File: src/rtl/core/u8u16_pkg.sv
// shared types and constants for the utf-8 to utf-16 decoder
package u8u16_pkg;

  // byte order mark bytes, in order
  localparam logic [7:0] MARK_B0 = 8'hEF;
  localparam logic [7:0] MARK_B1 = 8'hBB;
  localparam logic [7:0] MARK_B2 = 8'hBF;

  // mark_position value once all three mark bytes have matched
  localparam logic [1:0] MARK_DONE = 2'd3;

  // surrogate bases
  localparam logic [15:0] HI_SURR_BASE = 16'hD800;
  localparam logic [15:0] LO_SURR_BASE = 16'hDC00;

  // lead byte classes (mask / match pairs)
  localparam logic [7:0] CONT_MASK  = 8'hC0;
  localparam logic [7:0] CONT_MATCH = 8'h80;
  localparam logic [7:0] LEAD2_MASK = 8'hE0;
  localparam logic [7:0] LEAD2_MATCH = 8'hC0;
  localparam logic [7:0] LEAD3_MASK = 8'hF0;
  localparam logic [7:0] LEAD3_MATCH = 8'hE0;
  localparam logic [7:0] LEAD4_MASK = 8'hF8;
  localparam logic [7:0] LEAD4_MATCH = 8'hF0;

  // position inside a multi-byte sequence
  typedef enum logic [2:0] {
    PH_LEAD     = 3'd0,
    PH_TWO_B2   = 3'd1,
    PH_THREE_B2 = 3'd2,
    PH_THREE_B3 = 3'd3,
    PH_FOUR_B2  = 3'd4,
    PH_FOUR_B3  = 3'd5,
    PH_FOUR_B4  = 3'd6
  } phase_t;

  // decoder state carried from byte to byte
  typedef struct packed {
    logic [1:0]  mark_position;
    logic        text_rejected;
    phase_t      sequence_phase;
    logic [15:0] partial_unit;
    logic [4:0]  plane_bits;
  } dec_state_t;

  // result of one byte step
  typedef struct packed {
    logic        emit;
    logic [15:0] code_unit;
    logic        bom_missing;
  } step_res_t;

endpackage

File: src/rtl/core/u8u16_step.sv
// combinational per-byte update: mark check, utf-8 decode, next state
module u8u16_step (
  input  u8u16_pkg::dec_state_t cur,
  input  logic [7:0]            data_byte,
  input  logic                  last_byte,
  output u8u16_pkg::dec_state_t nxt,
  output u8u16_pkg::step_res_t  res
);

  logic [7:0] mark_expect;
  logic       is_cont;
  logic       in_seq;
  logic [3:0] plane_m1;

  // expected mark byte at the current position
  always_comb begin
    case (cur.mark_position)
      2'd0:    mark_expect = u8u16_pkg::MARK_B0;
      2'd1:    mark_expect = u8u16_pkg::MARK_B1;
      default: mark_expect = u8u16_pkg::MARK_B2;
    endcase
  end

  assign is_cont  = (data_byte & u8u16_pkg::CONT_MASK) == u8u16_pkg::CONT_MATCH;
  assign in_seq   = is_cont && (cur.sequence_phase != u8u16_pkg::PH_LEAD);
  assign plane_m1 = 4'(cur.plane_bits - 5'd1);

  // next state and result
  always_comb begin
    nxt = cur;
    res = '0;
    if (cur.text_rejected) begin
      // rest of a rejected text is skipped
    end else if (cur.mark_position != u8u16_pkg::MARK_DONE) begin
      if (data_byte == mark_expect) begin
        nxt.mark_position = cur.mark_position + 2'd1;
        if (last_byte && (cur.mark_position != 2'd2)) begin
          res.emit        = 1'b1;
          res.bom_missing = 1'b1;
        end
      end else begin
        nxt.text_rejected = 1'b1;
        res.emit          = 1'b1;
        res.bom_missing   = 1'b1;
      end
    end else if (!in_seq) begin
      // byte taken as a lead byte; a broken sequence is dropped
      nxt.sequence_phase = u8u16_pkg::PH_LEAD;
      if (!data_byte[7]) begin
        res.emit      = 1'b1;
        res.code_unit = {8'h00, data_byte};
      end else if ((data_byte & u8u16_pkg::LEAD2_MASK) == u8u16_pkg::LEAD2_MATCH) begin
        nxt.partial_unit   = {5'd0, data_byte[4:0], 6'd0};
        nxt.sequence_phase = u8u16_pkg::PH_TWO_B2;
      end else if ((data_byte & u8u16_pkg::LEAD3_MASK) == u8u16_pkg::LEAD3_MATCH) begin
        nxt.partial_unit   = {data_byte[3:0], 12'd0};
        nxt.sequence_phase = u8u16_pkg::PH_THREE_B2;
      end else if ((data_byte & u8u16_pkg::LEAD4_MASK) == u8u16_pkg::LEAD4_MATCH) begin
        nxt.plane_bits     = {data_byte[2:0], 2'd0};
        nxt.partial_unit   = '0;
        nxt.sequence_phase = u8u16_pkg::PH_FOUR_B2;
      end
    end else begin
      case (cur.sequence_phase)
        u8u16_pkg::PH_TWO_B2, u8u16_pkg::PH_THREE_B3: begin
          res.emit           = 1'b1;
          res.code_unit      = cur.partial_unit | {10'd0, data_byte[5:0]};
          nxt.sequence_phase = u8u16_pkg::PH_LEAD;
        end
        u8u16_pkg::PH_THREE_B2: begin
          nxt.partial_unit   = cur.partial_unit | {4'd0, data_byte[5:0], 6'd0};
          nxt.sequence_phase = u8u16_pkg::PH_THREE_B3;
        end
        u8u16_pkg::PH_FOUR_B2: begin
          nxt.plane_bits     = cur.plane_bits | {3'd0, data_byte[5:4]};
          nxt.partial_unit   = {10'd0, data_byte[3:0], 2'd0};
          nxt.sequence_phase = u8u16_pkg::PH_FOUR_B3;
        end
        u8u16_pkg::PH_FOUR_B3: begin
          // high surrogate goes out at the third byte
          res.emit           = 1'b1;
          res.code_unit      = u8u16_pkg::HI_SURR_BASE | {6'd0, plane_m1, 6'd0}
                               | cur.partial_unit | {14'd0, data_byte[5:4]};
          nxt.partial_unit   = {6'd0, data_byte[3:0], 6'd0};
          nxt.sequence_phase = u8u16_pkg::PH_FOUR_B4;
        end
        u8u16_pkg::PH_FOUR_B4: begin
          res.emit           = 1'b1;
          res.code_unit      = u8u16_pkg::LO_SURR_BASE | cur.partial_unit
                               | {10'd0, data_byte[5:0]};
          nxt.sequence_phase = u8u16_pkg::PH_LEAD;
        end
        default: begin
          nxt.sequence_phase = u8u16_pkg::PH_LEAD;
        end
      endcase
    end
    // end of text: back to the mark check
    if (last_byte) begin
      nxt = '0;
    end
  end

endmodule

File: src/rtl/core/utf8_to_utf16_decoder.sv
// top level of the utf-8 to utf-16 decoder: state and output registers
//
//  channel | handshake                | payload
//  --------+--------------------------+------------------------------
//  byte    | byte_valid / byte_ready  | data_byte[7:0], last_byte
//  unit    | unit_valid / unit_ready  | code_unit[15:0], bom_missing
//
// one byte per cycle while byte_ready is high; a result appears on the unit
// channel the cycle after its byte is taken, from the output register.
// byte_ready is high whenever the output register is empty or being drained.
// rst (synchronous) clears the decoder state and the output valid.
// a stall on unit_ready holds the result and stops byte intake only then.
module utf8_to_utf16_decoder (
  input  logic        clk,
  input  logic        rst,
  input  logic        byte_valid,
  output logic        byte_ready,
  input  logic [7:0]  data_byte,
  input  logic        last_byte,
  output logic        unit_valid,
  input  logic        unit_ready,
  output logic [15:0] code_unit,
  output logic        bom_missing
);

  u8u16_pkg::dec_state_t state;
  u8u16_pkg::dec_state_t state_next;
  u8u16_pkg::step_res_t  step_res;
  logic                  byte_take;

  assign byte_ready = !unit_valid || unit_ready;
  assign byte_take  = byte_valid && byte_ready;

  u8u16_step u_step (
    .cur       (state),
    .data_byte (data_byte),
    .last_byte (last_byte),
    .nxt       (state_next),
    .res       (step_res)
  );

  // decoder state
  always_ff @(posedge clk) begin
    if (rst) begin
      state <= '0;
    end else if (byte_take) begin
      state <= state_next;
    end
  end

  // output register
  always_ff @(posedge clk) begin
    if (rst) begin
      unit_valid <= 1'b0;
    end else if (byte_take) begin
      unit_valid <= step_res.emit;
    end else if (unit_ready) begin
      unit_valid <= 1'b0;
    end
  end

  // result payload
  always_ff @(posedge clk) begin
    if (byte_take && step_res.emit) begin
      code_unit   <= step_res.code_unit;
      bom_missing <= step_res.bom_missing;
    end
  end

endmodule

File: config.mk
export PLATFORM = sky130hd
export DESIGN_NAME = utf8_to_utf16_decoder
export DESIGN_NICKNAME = d
export VERILOG_FILES = /design/src/rtl/core/u8u16_pkg.sv /design/src/rtl/core/u8u16_step.sv /design/src/rtl/core/utf8_to_utf16_decoder.sv
export SDC_FILE = /design/constraint.sdc
export NUM_CORES = 1
export LEC_CHECK = 0
export BUFFER_PORTS_ARGS = -buffer_cell sky130_fd_sc_hd__clkbuf_2
export CAP_MARGIN = 20
export CORE_ASPECT_RATIO = 0.75
export CORE_MARGIN = 3
export CORE_UTILIZATION = 45
export DETAILED_ROUTE_END_ITERATION = 10
export GPL_TIMING_DRIVEN = 0
export PLACE_DENSITY = 0.68
export RECOVER_POWER = 50
export SYNTH_ARGS = -nofsm -noshare
export SYNTH_HDL_FRONTEND = slang
export SYNTH_SLANG_ARGS = --single-unit
export TNS_END_PERCENT = 50
File: constraint.sdc
create_clock -name clk -period 1.95 [get_ports clk]
set_input_delay 0.195 -clock clk [delete_from_list [all_inputs] [get_ports clk]]
set_output_delay 0.195 -clock clk [all_outputs]
set_load 0.01 [all_outputs]
## After elaboration in Yosys (flattened, before gate mapping)

Index checks and enable logic that the tools add are counted.

| word-level totals | value |
|---|---|
| flip-flop bits (word level) | 45 |
| input bits | 13 |
| word-level logic and storage cells | 86 |

| cells by class | value |
|---|---|
| add/subtract/negate cells | 2 |
| equal/unequal tests | 20 |
| multiplexer cells | 28 |
| bitwise logic cells | 7 |
| reductions and logical operators | 21 |

Operators with widths:

| cell | count |
|---|---|
| $mux 24 | 4 |
| $mux 27 | 2 |
| $pmux 17 s3 | 1 |
| $pmux 16 s3 | 1 |
| $mux 19 | 2 |
| $mux 17 | 2 |
| $or 16x6->16 | 2 |
| $mux 18 | 1 |
| $mux 16 | 1 |
| $or 16x12->16 | 1 |
| $or 16x16->16 | 1 |
| $or 16x2->16 | 1 |
| $mux 5 | 3 |
| $pmux 7 s2 | 1 |
| $eq 3x3->1 const B | 4 |
| $pmux 3 s3 | 1 |
| $reduce_bool 3->1 | 3 |
| $eq 8x8->1 | 1 |
| $ne 2x2->1 const B | 4 |
| $reduce_and 8->1 | 1 |
| $mux 1 | 7 |
| $eq 3x2->1 const B | 2 |
| $ne 3x2->1 const B | 2 |
| $reduce_and 6->1 | 1 |
| 22 further kinds | 29 |

## Logic depth before layout (Yosys ltp)

| depth | value |
|---|---|
| word-level depth | 9 |
| depth in mapped cells | 7 |
| mapped depth without buffers | 7 |

## By module

A second synthesis with hierarchy kept.

| second synthesis, totals | value |
|---|---|
| cells, all modules | 373 |
| area total of the unflattened synthesis | 3,156.8 µm² |

By module, submodules not included:

| module | instances | cells each | area an instance (µm²) |
|---|---|---|---|
| utf8_to_utf16_decoder | 1 | 146 | 1,809.2 |
| u8u16_step | 1 | 227 | 1,347.5 |

## Worst setup path before layout

OpenSTA, ideal clock, no wires.

| timing path | value |
|---|---|
| path type | register to register |
| start | register state[21] (netlist name) |
| end | register bom_missing, enable pin |
| setup time | 0.390 ns |
| data arrival time | 1.758 ns |
| data required time | 1.560 ns |
| setup slack | -0.199 ns |
| cell stages (with the launch flop) | 7 |
| clock period less this slack | 2.149 ns |
| cell sequence | dfxtp_1 -> buf_2 -> nor2b_1 -> mux2i_1 -> a31oi_1 -> o31ai_1 -> nor2_1 |

| on the way | value |
|---|---|
| longest elaborated chain between the ends | 7 |
| elaborated cells on any way between the ends | 12 |

Ends and longest elaborated chain:

| item | RTL line | RTL |
|---|---|---|
| start, declared | utf8_to_utf16_decoder.sv:26 | `u8u16_pkg::dec_state_t state;` |
| start signal, assigned | utf8_to_utf16_decoder.sv:47 | `state <= state_next;` |
| $eq 3x1->1 or $eq 3x2->1 (tied branches) | u8u16_step.sv:64 | `case (cur.sequence_phase)` |
| $reduce_or 2->1 | u8u16_step.sv:64 |  |
| $pmux 17 s3 | u8u16_step.sv:64 |  |
| $mux 17 * | u8u16_step.sv:46 | `end else if (!in_seq) begin` |
| $mux 1 * | u8u16_step.sv:34 | `end else if (cur.mark_position != u8u16_pkg::MARK_DONE) begin` |
| $mux 18 * | u8u16_step.sv:32 | `if (cur.text_rejected) begin` |
| $logic_and 1x1->1 * | utf8_to_utf16_decoder.sv:64 | `if (byte_take && step_res.emit) begin` |
| end signal, assigned | utf8_to_utf16_decoder.sv:66 | `bom_missing <= step_res.bom_missing;` |
| end, declared | utf8_to_utf16_decoder.sv:23 | `output logic bom_missing` |

Every way passes the cells marked *; elsewhere a longest branch is shown, timed or not.
A chain may end at the register's enable or synchronous reset.

## Final worst setup path

| timing path | value |
|---|---|
| start | register state[25] (netlist name) |
| end | register state[14] (netlist name) |

| on the way | value |
|---|---|
| longest elaborated chain between the ends | 3 |

Ends and longest elaborated chain:

| item | RTL line |
|---|---|
| $ne 2x2->1 | u8u16_step.sv:34 |
| $ne 2x2->1 (no source line) | - |
| $reduce_and 6->1 (no source line) | - |

Every way passes these cells.

==> metrics.txt <==
Worst-Skew Late Latency 300 ps; RSZ-0062 raised after global routing no; hold_sp byte_valid; crit path launch type flip-flop; drt total wl 5130 um; worst path cell trace ha_4, nor2b_4, and2_4, nand3_4, o31a_1, a22o_1; share of the synthesized area in the top cell type 23.0%; Max Freq 543 MHz; GR Overflow Total 0; IO Port Bufs 30; CTS clk-pin slew, worst paths 80 ps; worst slew pin tran 627 ps; via-per-instance ratio 5.65; min-delay worst type in -> reg; I/O pins 32; GRT Total Usage 18.8%; Critical Path AT 2030 ps; crit-path max cell delay 390 ps; Syn. warnings 0; pwr/cell area 698 mW/mm2; hold_buf cts 0; kind of critical path reg -> reg; share of layout cells above drive strength 1 19.3%; slew margin rel. 58.2%; Yosys top cell by area edfxtp_1; VDD IR-drop max 459 uV; filler instances 426; clock sinks 42; fin crit period 1840 ps; skew final 5.62 ps; met3 wire len 367 um; Hold Vio Cnt, Final 0; Nets 276; vias in the first global route 1,640; Max Cap Viol 0; number of diodes 0; Routed wire per std cell 16.2 um; Mapped Nets 238; Hold Path Sink unit_valid; pre-CTS WS -306 ps; reg2reg path depth 6; Met1 Wirelength 2570 um; critical path data required time 2140 ps; Final period util 94.4%; initial drt markers 111; row count 21; placement-stage cell area 0.00244 mm2; Crit. End Element flip-flop; Core Box Area 0.00460 mm2; Seq/Total Area, Yosys 45.5%; ANT nets after route 0; DP Wirelength 3790 um; GP Congestion 0.944; Post-synth EDFFs 17; Worst R2R End state[14]; Async S/R FF share, synth 0%; first-pass GRT wire length 8210 um; CP max stage cell dfxtp_2; Main synth FF type dfxtp_1; top routing layer used met4; fin area 0.00262 mm2; Final Max Slew Viols 0; largest cells by area after synthesis edfxtp_1, dfxtp_1, a22o_1, nand2_1, o2bb2ai_1; synthesized flop and latch total 42; status finished clean; Netlist Area Pre-Place 0.00222 mm2; die outline width 87.1 um; Die ar. 0.00582 mm2; post-layout util 57.0%; Pleak 0.901 nW; number of setup violations in the final report 0; Clock Tree Buf Depth 2; r2r setup slk 110 ps; initial antenna violation count 0; met2 WL post-DR 2140 um; Post-synth top cells dfxtp_1, nand2_1, nor2_1, edfxtp_1, a21oi_1; Setup WS post-layout 110 ps; CTS H-tree depth 2; R2R Path Start state[25]; count leader, synth dfxtp_1; routed vias 1,786; Avg Cell Area, Syn 10.1 um2; Synth cell types 56; CTS tree yes; CTS root buf clkbuf_8; CP max FO 6; largest net degree at the start of global routing 18; DRC viols 0; Die H 66.8 um; Initial Util 48.3%; Cells after Synth 220; DRT Pass-1 Iters 5; hold path depth 3; Num CTS Buffers 5; Area Overhead vs Synth 18.0%
==> cells in the final DEF, fill, tap and decap left out, types with 4 or more instances in the layout <==
master and n:
clkbuf_8 5, o21a_1 7, ha_1 4, nand2b_1 6, a32o_1 4, o2bb2ai_1 9, dfxtp_1 23, inv_1 8
edfxtp_1 17, clkbuf_1 23, and2_1 4, clkbuf_2 11, nor2_1 16, a21oi_1 11, a22o_1 10, nand2_1 21
and3_1 4, nor3_1 8
==> critical path: cells and delay by family, from the launching register on <==
family / cells / cell delay [ps]
AOI/OAI and AO/OA: 2 / 630
and+or+nand+nor: 3 / 510
DFF: 1 / 390
adders and majority gates: 1 / 200
==> area by class of cell <==
cell class / count / area [um2] / share of cell area [%]
Clock inverter: 2 / 37.5 / 1.43
Buffer: 9 / 52.6 / 2.01
Clock buffer: 6 / 72.6 / 2.77
Timing Repair Buffer: 31 / 146 / 5.59
Sequential cell: 42 / 1010 / 38.7
Multi-Input combinational cell: 161 / 1200 / 45.7
Tap cell: 57 / 71.3 / 2.72
Inverter: 8 / 30.0 / 1.15
==> sequential cells by signal (all words and copies together) (netlist names) <==
register / cells
state: 24
code_unit: 16
bom_missing: 1
unit_valid: 1
==> worst max-delay path by stage <==
stage | cells past startpoint | from | to | slack (ps)
detailed placement | 6 | state[21] | code_unit[10] | -310
CTS | 6 | state[25] | state[20] | -7
finish | 6 | state[25] | state[14] | 110
floorplan | 6 | state[21] | bom_missing | 70
global route | 6 | state[25] | state[20] | 9
global placement | 6 | state[21] | code_unit[10] | -280
==> stage by stage <==
| stage | cells | power [mW] | hold WS (ps) | setup TNS (ps) |
|---|---|---|---|---|
| global placement | 307 | 1.15 | 442 | -5400 |
| detailed placement | 307 | 1.15 | 449 | -5820 |
| global route | 316 | 1.90 | 150 | 0 |
| CTS | 316 | 1.84 | 145 | -16.1 |
| floorplan | 220 | 1.08 | 312 | 0 |
| finish | 316 | 1.83 | 151 | 0 |
==> cell families after synthesis <==
group | Yosys count | share of synthesized area [%]
AOI/OAI and AO/OA | 60 | 21.8
and+or+nand+nor | 88 | 22.8
buffers and inverters | 17 | 3.72
DFF | 42 | 45.5
xor gates and xnor gates | 6 | 2.37
muxes | 2 | 0.958
adders and majority gates | 5 | 2.82
==> repair_timing <==
action                     4_1_cts  5_1_grt
pin swaps                        2        3
gates resized for setup          5        9
setup buffers                    1        0
setup endpoints to repair       39       39
==> routing by layer <==
metal / vias to the layer above / global-route usage, %
met1: 831 / 27.6
met4: 0 / 5.75
li1: 890 / -
met3: 7 / 5.32
met5: - / 0
met2: 58 / 26.4
==> report_power, final <==
group          internal (mW)  switching, mW
logic                 0.0646          0.128
registers              0.939         0.0125
clock network          0.382          0.303
total                   1.39          0.444
No activity file was read; power rests on OpenSTA's default activity.
